$ cat config.mk
export PLATFORM = sky130hd
export DESIGN_NAME = cbor_subset_token_decoder_flat
export DESIGN_NICKNAME = d
export VERILOG_FILES = /design/src/sv/cbortd_pkg.sv /design/src/sv/cbortd_in_if.sv /design/src/sv/cbortd_out_if.sv /design/src/sv/cbor_subset_token_decoder.sv /design/src/sv/cbortd_cfg_regs.sv /design/src/sv/cbortd_head_decode.sv /design/src/flat_wrapper.sv
export VERILOG_INCLUDE_DIRS = /design/src /design/src/sv
export SDC_FILE = /design/constraint.sdc
export NUM_CORES = 1
export LEC_CHECK = 0
export ABC_AREA = 1
export ABC_CLOCK_PERIOD_IN_PS = 8500
export BUFFER_PORTS_ARGS = -buffer_cell sky130_fd_sc_hd__buf_2
export CAP_MARGIN = 5
export CORE_ASPECT_RATIO = 1.4
export CORE_MARGIN = 2
export CORE_UTILIZATION = 40
export DETAILED_ROUTE_END_ITERATION = 12
export GPL_ROUTABILITY_DRIVEN = 0
export PLACE_DENSITY = 0.7
export SYNTH_ARGS = -nofsm -noshare
export SYNTH_HDL_FRONTEND = slang
export SYNTH_SLANG_ARGS = --single-unit
$ cat constraint.sdc
create_clock -name clk -period 8.5 [get_ports clk]
set_clock_uncertainty 0.2 [all_clocks]
set_input_delay 1.275 -clock clk [delete_from_list [all_inputs] [get_ports clk]]
set_output_delay 1.275 -clock clk [all_outputs]
set_load 0.01 [all_outputs]
$ cat src/sv/cbor_subset_token_decoder_assert.svh
// Assertion macros used by the top-level decoder file.
// All checks sample on the rising edge of clk and are off while rst_n is low.
`ifndef CBOR_SUBSET_TOKEN_DECODER_ASSERT_SVH
`define CBOR_SUBSET_TOKEN_DECODER_ASSERT_SVH

// Same-cycle implication.
`define CBORTD_ASSERT_IMPLY(label, ante, cons, msg) \
    label: assert property (@(posedge clk) disable iff (!rst_n) (ante) |-> (cons)) \
        else $error(msg);

// Next-cycle implication.
`define CBORTD_ASSERT_NEXT(label, ante, cons, msg) \
    label: assert property (@(posedge clk) disable iff (!rst_n) (ante) |=> (cons)) \
        else $error(msg);

`endif

$ cat src/sv/cbortd_pkg.sv
package cbortd_pkg;

    localparam int BYTE_W  = 8;
    localparam int ARG_W   = 64;
    localparam int TLEN_W  = 16;
    localparam int CNT_W   = 4;
    localparam int PADDR_W = 4;
    localparam int PDATA_W = 32;

    // Head byte info field
    localparam logic [4:0] INFO_ONE_BYTE = 5'd24;
    localparam logic [4:0] INFO_RESERVED = 5'd28;

    // Register reset values
    localparam logic [7:0]        MAP_PAIRS_RESET   = 8'd16;
    localparam logic [7:0]        ARRAY_ITEMS_RESET = 8'd64;
    localparam logic [TLEN_W-1:0] TEXT_CAP_RESET    = 16'd64;

    typedef enum logic [2:0] {
        MAJ_UINT   = 3'd0,
        MAJ_NEGINT = 3'd1,
        MAJ_BYTES  = 3'd2,
        MAJ_TEXT   = 3'd3,
        MAJ_ARRAY  = 3'd4,
        MAJ_MAP    = 3'd5,
        MAJ_TAG    = 3'd6,
        MAJ_SIMPLE = 3'd7
    } major_t;

    typedef enum logic [2:0] {
        K_UINT      = 3'd0,
        K_NEGINT    = 3'd1,
        K_TEXT_HEAD = 3'd2,
        K_TEXT_BYTE = 3'd3,
        K_ARRAY     = 3'd4,
        K_MAP       = 3'd5,
        K_BOOL      = 3'd6,
        K_ERROR     = 3'd7
    } kind_t;

    typedef enum logic [2:0] {
        E_NONE  = 3'd0,
        E_MAJOR = 3'd1,
        E_INFO  = 3'd2,
        E_LIMIT = 3'd3,
        E_TRUNC = 3'd4
    } err_t;

    typedef enum logic [1:0] {
        REG_MAX_MAP   = 2'd0,
        REG_MAX_ARRAY = 2'd1,
        REG_TEXT_CAP  = 2'd2
    } reg_idx_t;

    typedef struct packed {
        logic [7:0]        max_map_pairs;
        logic [7:0]        max_array_items;
        logic [TLEN_W-1:0] text_capacity;
    } cfg_t;

    typedef struct packed {
        logic [BYTE_W-1:0] in_byte;
        logic              end_of_message;
    } item_t;

    typedef struct packed {
        kind_t             kind;
        logic [ARG_W-1:0]  argument;
        logic [BYTE_W-1:0] payload_byte;
        logic              last_text_byte;
        err_t              error_code;
    } res_t;

endpackage

$ cat src/sv/cbortd_in_if.sv
interface cbortd_in_if;
    logic                          valid;
    logic                          ready;
    logic [cbortd_pkg::BYTE_W-1:0] in_byte;
    logic                          end_of_message;

    modport source (output valid, in_byte, end_of_message, input ready);
    modport sink   (input valid, in_byte, end_of_message, output ready);
endinterface

$ cat src/sv/cbortd_out_if.sv
interface cbortd_out_if;
    logic                          valid;
    logic                          ready;
    logic [2:0]                    kind;
    logic [cbortd_pkg::ARG_W-1:0]  argument;
    logic [cbortd_pkg::BYTE_W-1:0] payload_byte;
    logic                          last_text_byte;
    logic [2:0]                    error_code;

    modport source (output valid, kind, argument, payload_byte, last_text_byte, error_code,
                    input ready);
    modport sink   (input valid, kind, argument, payload_byte, last_text_byte, error_code,
                    output ready);
endinterface

$ cat src/sv/cbor_subset_token_decoder.sv
// CBOR item-head decoder: takes one message byte per clock cycle on byte_in and
// gives at most one token per byte on token_out (uint, negint, text head, text
// byte, array, map, bool or error). A byte sits in an input register, is decoded
// against the running head state in one step, and its token lands in an output
// register; with token_out.ready held high the sustained rate is one byte per
// cycle, set by that single decode step. The input side keeps accepting while a
// finished token waits to be taken, and only stalls when both registers are
// full. Limits are set over the APB port: max_map_pairs at 0x0, max_array_items
// at 0x4, text_capacity at 0x8; write them only while no message is in flight.
// After an error the decoder drops bytes up to and including the next
// end-of-message byte.
`include "cbor_subset_token_decoder_assert.svh"

module cbor_subset_token_decoder
(
    input  logic                           clk,
    input  logic                           rst_n,
    cbortd_in_if.sink                      byte_in,
    cbortd_out_if.source                   token_out,
    input  logic                           psel,
    input  logic                           penable,
    input  logic                           pwrite,
    input  logic [cbortd_pkg::PADDR_W-1:0] paddr,
    input  logic [cbortd_pkg::PDATA_W-1:0] pwdata,
    output logic [cbortd_pkg::PDATA_W-1:0] prdata,
    output logic                           pready
);

    cbortd_pkg::cfg_t  cfg;
    cbortd_pkg::item_t s1_item_reg;
    logic              s1_valid_reg, s1_valid_next;
    logic              s1_fire;
    logic              in_fire;

    logic              dec_valid;
    cbortd_pkg::res_t  dec_res;
    cbortd_pkg::res_t  out_res_reg;
    logic              out_valid_reg, out_valid_next;

    cbortd_cfg_regs u_cfg
    (
        .clk     (clk),
        .rst_n   (rst_n),
        .psel    (psel),
        .penable (penable),
        .pwrite  (pwrite),
        .paddr   (paddr),
        .pwdata  (pwdata),
        .prdata  (prdata),
        .pready  (pready),
        .cfg     (cfg)
    );

    cbortd_head_decode u_decode
    (
        .clk       (clk),
        .rst_n     (rst_n),
        .step      (s1_fire),
        .item      (s1_item_reg),
        .cfg       (cfg),
        .res_valid (dec_valid),
        .res       (dec_res)
    );

    // Handshake: decode moves when the output slot is free or being drained
    assign s1_fire       = s1_valid_reg && (!out_valid_reg || token_out.ready);
    assign byte_in.ready = !s1_valid_reg || s1_fire;
    assign in_fire       = byte_in.valid && byte_in.ready;

    assign s1_valid_next  = in_fire || (s1_valid_reg && !s1_fire);
    assign out_valid_next = s1_fire ? dec_valid : (out_valid_reg && !token_out.ready);

    always_ff @(posedge clk or negedge rst_n)
    begin
        if (!rst_n)
        begin
            s1_valid_reg  <= 1'b0;
            out_valid_reg <= 1'b0;
        end
        else
        begin
            s1_valid_reg  <= s1_valid_next;
            out_valid_reg <= out_valid_next;
        end
    end

    // Payload registers
    always_ff @(posedge clk)
    begin
        if (in_fire)
        begin
            s1_item_reg.in_byte        <= byte_in.in_byte;
            s1_item_reg.end_of_message <= byte_in.end_of_message;
        end
        if (s1_fire && dec_valid)
            out_res_reg <= dec_res;
    end

    assign token_out.valid          = out_valid_reg;
    assign token_out.kind           = out_res_reg.kind;
    assign token_out.argument       = out_res_reg.argument;
    assign token_out.payload_byte   = out_res_reg.payload_byte;
    assign token_out.last_text_byte = out_res_reg.last_text_byte;
    assign token_out.error_code     = out_res_reg.error_code;

    // Input only stalls with both the input and output registers full and blocked
    `CBORTD_ASSERT_IMPLY(a_stall_cause, !byte_in.ready,
        s1_valid_reg && out_valid_reg && !token_out.ready, "input stalled without cause")

    // An accepted byte is held for decode in the next cycle
    `CBORTD_ASSERT_NEXT(a_accept_held, in_fire, s1_valid_reg, "accepted byte lost")

    // A text head always passed the 16-bit capacity check
    `CBORTD_ASSERT_IMPLY(a_text_len,
        token_out.valid && token_out.kind == cbortd_pkg::K_TEXT_HEAD,
        token_out.argument[cbortd_pkg::ARG_W-1:cbortd_pkg::TLEN_W] == '0,
        "text head length beyond capacity range")

endmodule

$ cat src/sv/cbortd_cfg_regs.sv
module cbortd_cfg_regs
(
    input  logic                               clk,
    input  logic                               rst_n,
    input  logic                               psel,
    input  logic                               penable,
    input  logic                               pwrite,
    input  logic [cbortd_pkg::PADDR_W-1:0]     paddr,
    input  logic [cbortd_pkg::PDATA_W-1:0]     pwdata,
    output logic [cbortd_pkg::PDATA_W-1:0]     prdata,
    output logic                               pready,
    output cbortd_pkg::cfg_t                   cfg
);

    cbortd_pkg::cfg_t     cfg_reg;
    cbortd_pkg::cfg_t     cfg_next;
    cbortd_pkg::reg_idx_t idx;
    logic                 wr_en;

    assign pready = 1'b1;
    assign idx    = cbortd_pkg::reg_idx_t'(paddr[cbortd_pkg::PADDR_W-1:2]);
    assign wr_en  = psel && penable && pwrite && pready;

    // Register write decode
    always_comb
    begin
        cfg_next = cfg_reg;
        if (wr_en)
        begin
            case (idx)
                cbortd_pkg::REG_MAX_MAP:   cfg_next.max_map_pairs   = pwdata[7:0];
                cbortd_pkg::REG_MAX_ARRAY: cfg_next.max_array_items = pwdata[7:0];
                cbortd_pkg::REG_TEXT_CAP:
                    cfg_next.text_capacity = pwdata[cbortd_pkg::TLEN_W-1:0];
                default: ;
            endcase
        end
    end

    always_ff @(posedge clk or negedge rst_n)
    begin
        if (!rst_n)
        begin
            cfg_reg.max_map_pairs   <= cbortd_pkg::MAP_PAIRS_RESET;
            cfg_reg.max_array_items <= cbortd_pkg::ARRAY_ITEMS_RESET;
            cfg_reg.text_capacity   <= cbortd_pkg::TEXT_CAP_RESET;
        end
        else
        begin
            cfg_reg <= cfg_next;
        end
    end

    // Read mux
    always_comb
    begin
        case (idx)
            cbortd_pkg::REG_MAX_MAP:
                prdata = cbortd_pkg::PDATA_W'(cfg_reg.max_map_pairs);
            cbortd_pkg::REG_MAX_ARRAY:
                prdata = cbortd_pkg::PDATA_W'(cfg_reg.max_array_items);
            cbortd_pkg::REG_TEXT_CAP:
                prdata = cbortd_pkg::PDATA_W'(cfg_reg.text_capacity);
            default:
                prdata = '0;
        endcase
    end

    assign cfg = cfg_reg;

endmodule

$ cat src/sv/cbortd_head_decode.sv
module cbortd_head_decode
(
    input  logic               clk,
    input  logic               rst_n,
    input  logic               step,
    input  cbortd_pkg::item_t  item,
    input  cbortd_pkg::cfg_t   cfg,
    output logic               res_valid,
    output cbortd_pkg::res_t   res
);

    typedef enum logic [1:0] {
        PH_IDLE = 2'd0,
        PH_ARG  = 2'd1,
        PH_TEXT = 2'd2,
        PH_SKIP = 2'd3
    } phase_t;

    localparam int ARG_W = cbortd_pkg::ARG_W;
    localparam int BYTE_W = cbortd_pkg::BYTE_W;

    phase_t                          phase_reg, phase_next;
    cbortd_pkg::major_t              major_reg, major_next;
    logic [cbortd_pkg::CNT_W-1:0]    left_reg, left_next;
    logic [ARG_W-1:0]                acc_reg, acc_next;
    logic [cbortd_pkg::TLEN_W-1:0]   text_reg, text_next;

    logic [BYTE_W-1:0]               b;
    logic                            eom;
    cbortd_pkg::major_t              major;
    logic [4:0]                      info;
    logic [ARG_W-1:0]                acc_shift;

    cbortd_pkg::major_t              fin_major;
    logic [ARG_W-1:0]                fin_v;
    cbortd_pkg::kind_t               fin_kind;
    cbortd_pkg::err_t                fin_err;
    logic                            fin_to_text;

    logic                            do_fin;
    logic                            do_fail;
    cbortd_pkg::err_t                fail_err;

    assign b         = item.in_byte;
    assign eom       = item.end_of_message;
    assign major     = cbortd_pkg::major_t'(b[7:5]);
    assign info      = b[4:0];
    assign acc_shift = {acc_reg[ARG_W-BYTE_W-1:0], b};

    // Argument source: inline info or the completed big-endian accumulator
    assign fin_major = (phase_reg == PH_ARG) ? major_reg : major;
    assign fin_v     = (phase_reg == PH_ARG) ? acc_shift : ARG_W'(info);

    // Head completion: token kind, limit and truncation checks
    always_comb
    begin
        fin_kind    = cbortd_pkg::K_UINT;
        fin_err     = cbortd_pkg::E_NONE;
        fin_to_text = 1'b0;
        case (fin_major)
            cbortd_pkg::MAJ_UINT:
                fin_kind = cbortd_pkg::K_UINT;
            cbortd_pkg::MAJ_NEGINT:
            begin
                fin_kind = cbortd_pkg::K_NEGINT;
                if (fin_v[ARG_W-1])
                    fin_err = cbortd_pkg::E_LIMIT;
            end
            cbortd_pkg::MAJ_TEXT:
            begin
                fin_kind = cbortd_pkg::K_TEXT_HEAD;
                if (fin_v >= ARG_W'(cfg.text_capacity))
                    fin_err = cbortd_pkg::E_LIMIT;
                else if (fin_v != '0)
                begin
                    if (eom)
                        fin_err = cbortd_pkg::E_TRUNC;
                    else
                        fin_to_text = 1'b1;
                end
            end
            cbortd_pkg::MAJ_ARRAY:
            begin
                fin_kind = cbortd_pkg::K_ARRAY;
                if (fin_v > ARG_W'(cfg.max_array_items))
                    fin_err = cbortd_pkg::E_LIMIT;
            end
            cbortd_pkg::MAJ_MAP:
            begin
                fin_kind = cbortd_pkg::K_MAP;
                if (fin_v > ARG_W'(cfg.max_map_pairs))
                    fin_err = cbortd_pkg::E_LIMIT;
            end
            cbortd_pkg::MAJ_SIMPLE:
            begin
                fin_kind = cbortd_pkg::K_BOOL;
                if (fin_v > ARG_W'(1))
                    fin_err = cbortd_pkg::E_LIMIT;
            end
            default:
                fin_err = cbortd_pkg::E_MAJOR;
        endcase
    end

    // Per-byte step
    always_comb
    begin
        phase_next = phase_reg;
        major_next = major_reg;
        left_next  = left_reg;
        acc_next   = acc_reg;
        text_next  = text_reg;
        res_valid  = 1'b0;
        res        = '0;
        do_fin     = 1'b0;
        do_fail    = 1'b0;
        fail_err   = cbortd_pkg::E_NONE;

        case (phase_reg)
            PH_IDLE:
            begin
                if (info >= cbortd_pkg::INFO_RESERVED)
                begin
                    do_fail  = 1'b1;
                    fail_err = cbortd_pkg::E_INFO;
                end
                else if (major == cbortd_pkg::MAJ_BYTES || major == cbortd_pkg::MAJ_TAG)
                begin
                    do_fail  = 1'b1;
                    fail_err = cbortd_pkg::E_MAJOR;
                end
                else
                begin
                    major_next = major;
                    if (info < cbortd_pkg::INFO_ONE_BYTE)
                        do_fin = 1'b1;
                    else if (eom)
                    begin
                        do_fail  = 1'b1;
                        fail_err = cbortd_pkg::E_TRUNC;
                    end
                    else
                    begin
                        left_next  = cbortd_pkg::CNT_W'(1) << info[1:0];
                        acc_next   = '0;
                        phase_next = PH_ARG;
                    end
                end
            end
            PH_ARG:
            begin
                acc_next  = acc_shift;
                left_next = left_reg - cbortd_pkg::CNT_W'(1);
                if (left_reg == cbortd_pkg::CNT_W'(1))
                    do_fin = 1'b1;
                else if (eom)
                begin
                    do_fail  = 1'b1;
                    fail_err = cbortd_pkg::E_TRUNC;
                end
            end
            PH_TEXT:
            begin
                text_next        = text_reg - cbortd_pkg::TLEN_W'(1);
                res_valid        = 1'b1;
                res.kind         = cbortd_pkg::K_TEXT_BYTE;
                res.payload_byte = b;
                if (text_reg == cbortd_pkg::TLEN_W'(1))
                begin
                    res.last_text_byte = 1'b1;
                    phase_next         = PH_IDLE;
                end
                else if (eom)
                begin
                    // truncated payload still carries the byte
                    res.kind       = cbortd_pkg::K_ERROR;
                    res.error_code = cbortd_pkg::E_TRUNC;
                    phase_next     = PH_IDLE;
                end
            end
            default:
            begin
                if (eom)
                    phase_next = PH_IDLE;
            end
        endcase

        if (do_fin)
        begin
            res_valid = 1'b1;
            if (fin_err != cbortd_pkg::E_NONE)
            begin
                res.kind       = cbortd_pkg::K_ERROR;
                res.error_code = fin_err;
                phase_next     = eom ? PH_IDLE : PH_SKIP;
            end
            else
            begin
                res.kind     = fin_kind;
                res.argument = fin_v;
                if (fin_to_text)
                begin
                    phase_next = PH_TEXT;
                    text_next  = fin_v[cbortd_pkg::TLEN_W-1:0];
                end
                else
                begin
                    phase_next = PH_IDLE;
                end
            end
        end

        if (do_fail)
        begin
            res_valid      = 1'b1;
            res.kind       = cbortd_pkg::K_ERROR;
            res.error_code = fail_err;
            phase_next     = eom ? PH_IDLE : PH_SKIP;
        end
    end

    // Decoder state, advanced once per consumed byte
    always_ff @(posedge clk or negedge rst_n)
    begin
        if (!rst_n)
        begin
            phase_reg <= PH_IDLE;
            major_reg <= cbortd_pkg::MAJ_UINT;
            left_reg  <= '0;
            acc_reg   <= '0;
            text_reg  <= '0;
        end
        else if (step)
        begin
            phase_reg <= phase_next;
            major_reg <= major_next;
            left_reg  <= left_next;
            acc_reg   <= acc_next;
            text_reg  <= text_next;
        end
    end

endmodule
$ cat src/flat_wrapper.sv
// flat-port wrapper written by rule: the top's interface ports become plain ports
module cbor_subset_token_decoder_flat 
  (clk, rst_n, psel, penable, pwrite, paddr, pwdata, prdata, pready, byte_in_valid, byte_in_in_byte, byte_in_end_of_message, byte_in_ready, token_out_valid, token_out_kind, token_out_argument, token_out_payload_byte, token_out_last_text_byte, token_out_error_code, token_out_ready);
  cbortd_in_if byte_in_i ();
  cbortd_out_if token_out_i ();
  input  logic clk;
  input  logic rst_n;
  input  logic psel;
  input  logic penable;
  input  logic pwrite;
  input  logic [cbortd_pkg::PADDR_W-1:0] paddr;
  input  logic [cbortd_pkg::PDATA_W-1:0] pwdata;
  output logic [cbortd_pkg::PDATA_W-1:0] prdata;
  output logic pready;
  input wire logic [$bits(byte_in_i.valid)-1:0] byte_in_valid;
  input wire logic [$bits(byte_in_i.in_byte)-1:0] byte_in_in_byte;
  input wire logic [$bits(byte_in_i.end_of_message)-1:0] byte_in_end_of_message;
  output wire logic [$bits(byte_in_i.ready)-1:0] byte_in_ready;
  output wire logic [$bits(token_out_i.valid)-1:0] token_out_valid;
  output wire logic [$bits(token_out_i.kind)-1:0] token_out_kind;
  output wire logic [$bits(token_out_i.argument)-1:0] token_out_argument;
  output wire logic [$bits(token_out_i.payload_byte)-1:0] token_out_payload_byte;
  output wire logic [$bits(token_out_i.last_text_byte)-1:0] token_out_last_text_byte;
  output wire logic [$bits(token_out_i.error_code)-1:0] token_out_error_code;
  input wire logic [$bits(token_out_i.ready)-1:0] token_out_ready;
  assign byte_in_i.valid = byte_in_valid;
  assign byte_in_i.in_byte = byte_in_in_byte;
  assign byte_in_i.end_of_message = byte_in_end_of_message;
  assign byte_in_ready = byte_in_i.ready;
  assign token_out_valid = token_out_i.valid;
  assign token_out_kind = token_out_i.kind;
  assign token_out_argument = token_out_i.argument;
  assign token_out_payload_byte = token_out_i.payload_byte;
  assign token_out_last_text_byte = token_out_i.last_text_byte;
  assign token_out_error_code = token_out_i.error_code;
  assign token_out_i.ready = token_out_ready;
  cbor_subset_token_decoder u_core (.clk(clk), .rst_n(rst_n), .byte_in(byte_in_i), .token_out(token_out_i), .psel(psel), .penable(penable), .pwrite(pwrite), .paddr(paddr), .pwdata(pwdata), .prdata(prdata), .pready(pready));
endmodule
==> flow_metrics.env <==
export IMPL_result_of_the_run="complete, no violations"
export IMPL_yosys_most_used_dff="sky130_fd_sc_hd__dfrtp_1"
export IMPL_route_detailed_vias_per_inst=5.10
export IMPL_timing_worst_slew_pin_value_ns=1.24
export IMPL_post_cts_resized=0
export IMPL_worst_path_largest_cell_delay_ns=0.66
export IMPL_async_reset_ff_share_pct=56.7
export IMPL_clkLatencyLatePin_ns=0.51
export IMPL_synth_cell_area_mm2=0.0101
export IMPL_post_cts_buffers=0
export IMPL_path_delay_family="simple AND/OR/NAND/NOR gates"
export IMPL_final_critical_path_setup_slack_ns=4.02
export IMPL_cts_max_path_buffers=3
export IMPL_wl_per_cell_um=15.5
export IMPL_clock_tree_htree_level_count=1
export IMPL_drcViolationCount=0
export IMPL_cell_mode_on_critical_path="sky130_fd_sc_hd__nand2_1"
export IMPL_layout_cells_most_common="sky130_fd_sc_hd__nand2_1"
export IMPL_layout_min_cycle_time_ns=4.48
export IMPL_timing_final_max_slew_violations=0
export IMPL_first_global_vias=7790
export IMPL_grt_util_all_layers_pct=18.1
export IMPL_path_clk_slew_ns=0.06
export IMPL_grt_first_pass_wirelength_mm=39.1
export IMPL_initial_core_utilization_pct=40.8
export IMPL_die_h_um=192
export IMPL_hpwl_mm=17.2
export IMPL_cts_sinks=203
export IMPL_core_area_mm2=0.0248
export IMPL_slowest_stage="sky130_fd_sc_hd__dfrtp_1"
export IMPL_synthCells=1118
export IMPL_timing_setup_tns_ns=0
export IMPL_placement_io_buffers=130
export IMPL_hold_path_class="reg2reg"
export IMPL_start_kind="register"
export IMPL_grt_setup_unrepaired="no"
export IMPL_mostFrequentLayoutCells="sky130_fd_sc_hd__nand2_1, sky130_fd_sc_hd__inv_1, sky130_fd_sc_hd__nor2_1"
export IMPL_num_io_pins=166
export IMPL_total_detailed_routing_wirelength_mm=24.3
export IMPL_die_x_um=138
export IMPL_worstPathCellList="nand2_4 -> nor2_1 -> ha_1 -> a21oi_1 -> a21oi_1 -> nor2_1 -> nand2_1 -> nor2_1 -> nand2_1 -> nand2_1 -> nand2_1 -> inv_1 -> nand3_2 -> inv_2 -> nand3_4 -> nor3_1"
export IMPL_timing_final_crit_share_pct=52.8
export IMPL_cp_data_required_time_ns=8.59
export IMPL_clock_fmax_mhz=223
export IMPL_syn_avg_cell_area_um2=9.03
export IMPL_tritoncts="yes"
export IMPL_dr_first_iter_drc_count=543
export IMPL_cellLeakagePower_uw=0.00539
export IMPL_ys_ff_latch=203
export IMPL_clockRootBuffer="sky130_fd_sc_hd__clkbuf_16"
export IMPL_sequential_area_share_after_synthesis_pct=54.7
export IMPL_synth_yosys_warnings=0
export IMPL_number_of_antenna_diodes=0
export IMPL_worstPathBufferInverterCount=2
export IMPL_vias=7966
export IMPL_globalRouteOverflowTotal=0
export IMPL_worst_ep_arrival_time_ns=4.57
export IMPL_vdd_ir_drop_worst_uv=161
export IMPL_largest_reg_flops=64
export IMPL_finalSetupViolations=0
export IMPL_route_antenna_remaining_nets=0
export IMPL_synth_enable_flop_cells=88
export IMPL_post_place_ws_ns=3.99
export IMPL_num_rows=68
export IMPL_slew_headroom_pct=17.5
export IMPL_timing_critical_path_fanout_max=64
export IMPL_timing_worst_setup_path_type="reg2reg"
export IMPL_p_per_area_mw_per_mm2=363
export IMPL_netlist_cell_type_count=45
export IMPL_maximum_number_of_pins_on_one_net_before_global_route_repair=77
export IMPL_maxCapViolCount=0
export IMPL_final_net_count=1313
export IMPL_firstDrtPassIters=4
export IMPL_cts_hold_repair_buffers=0
export IMPL_fill_cells=2340
export IMPL_areaGrowthSynthToFinish_pct=14.7
export IMPL_worst_setup_path_end_kind="register"
export IMPL_grt_antenna_before_repair=0
export IMPL_die_area_mm2=0.0266
export IMPL_ratio_of_cells_with_drive_above_1_in_the_final_layout_pct=16.7
export IMPL_report_final_hold_viol_count=0
export IMPL_cts_made_buffers=21
[layout make-up]
cell class	count	area [um2]	area share (%)
Timing Repair Buffer	135	691	5.96
Clock buffer	26	566	4.88
Clock inverter	11	113	0.972
Tap cell	315	394	3.40
Multi-Input combinational cell	699	3640	31.5
Sequential cell	203	5520	47.7
Inverter	172	648	5.60
[synth_stat cells, types with 13 or more instances]
library cell / count / area, um2
sky130_fd_sc_hd__a21oi_1: 37 / 185
sky130_fd_sc_hd__buf_4: 23 / 173
sky130_fd_sc_hd__clkbuf_1: 24 / 90.1
sky130_fd_sc_hd__dfrtp_1: 112 / 2800
sky130_fd_sc_hd__edfxtp_1: 88 / 2640
sky130_fd_sc_hd__ha_1: 29 / 363
sky130_fd_sc_hd__inv_1: 168 / 631
sky130_fd_sc_hd__nand2_1: 197 / 739
sky130_fd_sc_hd__nand3_1: 54 / 270
sky130_fd_sc_hd__nor2_1: 132 / 495
sky130_fd_sc_hd__nor3_1: 15 / 75.1
sky130_fd_sc_hd__nor3_2: 25 / 250
sky130_fd_sc_hd__o211ai_1: 13 / 97.6
sky130_fd_sc_hd__o21ai_0: 83 / 415
sky130_fd_sc_hd__o22ai_1: 50 / 313
[power breakdown]
part           internal, uW  leakage, uW  switching [uW]
sequential             1420      0.00234             174
clock                   535     0.000332             377
combinational           511      0.00272            1190
total                  2460      0.00539            1750
[path summary, 6_finish.rpt]
kind | cells past startpoint | start | endpoint | slack [ns]
min reg2reg | 2 | u_core.u_cfg.cfg[3]$_DFFE_PN0P_ | u_core.u_cfg.cfg[3]$_DFFE_PN0P_ | 0.28
max in group asynchronous | 2 | rst_n | u_core.u_decode.acc_reg[25]$_DFFE_PN0P_ | 6.23
min in group asynchronous | 1 | rst_n | u_core.u_cfg.cfg[17]$_DFFE_PN0P_ | 0.65
max | 16 | u_core.u_decode.phase_reg[0]$_DFFE_PN0P_ | u_core.token_out.argument[15]$_SDFFCE_PP0P_ | 4.02
max reg2reg | 16 | u_core.u_decode.phase_reg[0]$_DFFE_PN0P_ | u_core.token_out.argument[15]$_SDFFCE_PP0P_ | 4.02
min | 2 | u_core.u_cfg.cfg[3]$_DFFE_PN0P_ | u_core.u_cfg.cfg[3]$_DFFE_PN0P_ | 0.28
[metal layers]
metal  vias up  GRT usage [%]  share of wire, %
met2       246           33.9                53
met3        48           1.92               4.8
li1       3903              -                 -
met1      3769           21.4                40
met5         -              0                 0
met4         0           6.63               2.9
[tightest hold or removal path: cells and delay by family, from the launching register on]
family	cells	cell delay (ns)
AO/OA/AOI/OAI	1	0.06
flip-flops	1	0.34
AND/OR/NAND/NOR	1	0.05
[stage by stage]
stage / util, % / hold slack, ns / total power, uW / instance area (um2) / std cells
floorplan: - / 0.246 / 2830 / 10200 / 1133
global placement: 44.0 / 0.266 / 3270 / 10900 / 1524
detailed placement: 44.0 / 0.274 / 3320 / 10900 / 1524
CTS: 46.8 / 0.289 / 4240 / 11600 / 1561
global route: 46.8 / 0.312 / 4530 / 11600 / 1561
finish: 46.8 / 0.284 / 4210 / 11600 / 1561
[logic make-up (layout without fill, tap and decap cells)]
group	Yosys count	in the layout	share of synthesized area (%)
buf+inv	231	344	9.91
xor+xnor	6	6	0.520
compound gates	206	206	11.6
fa+ha+maj	29	29	3.59
other cells	2	17	0.0744
simple gates	441	441	19.6
flops	203	203	54.7
(Power assumes the default switching activity.)
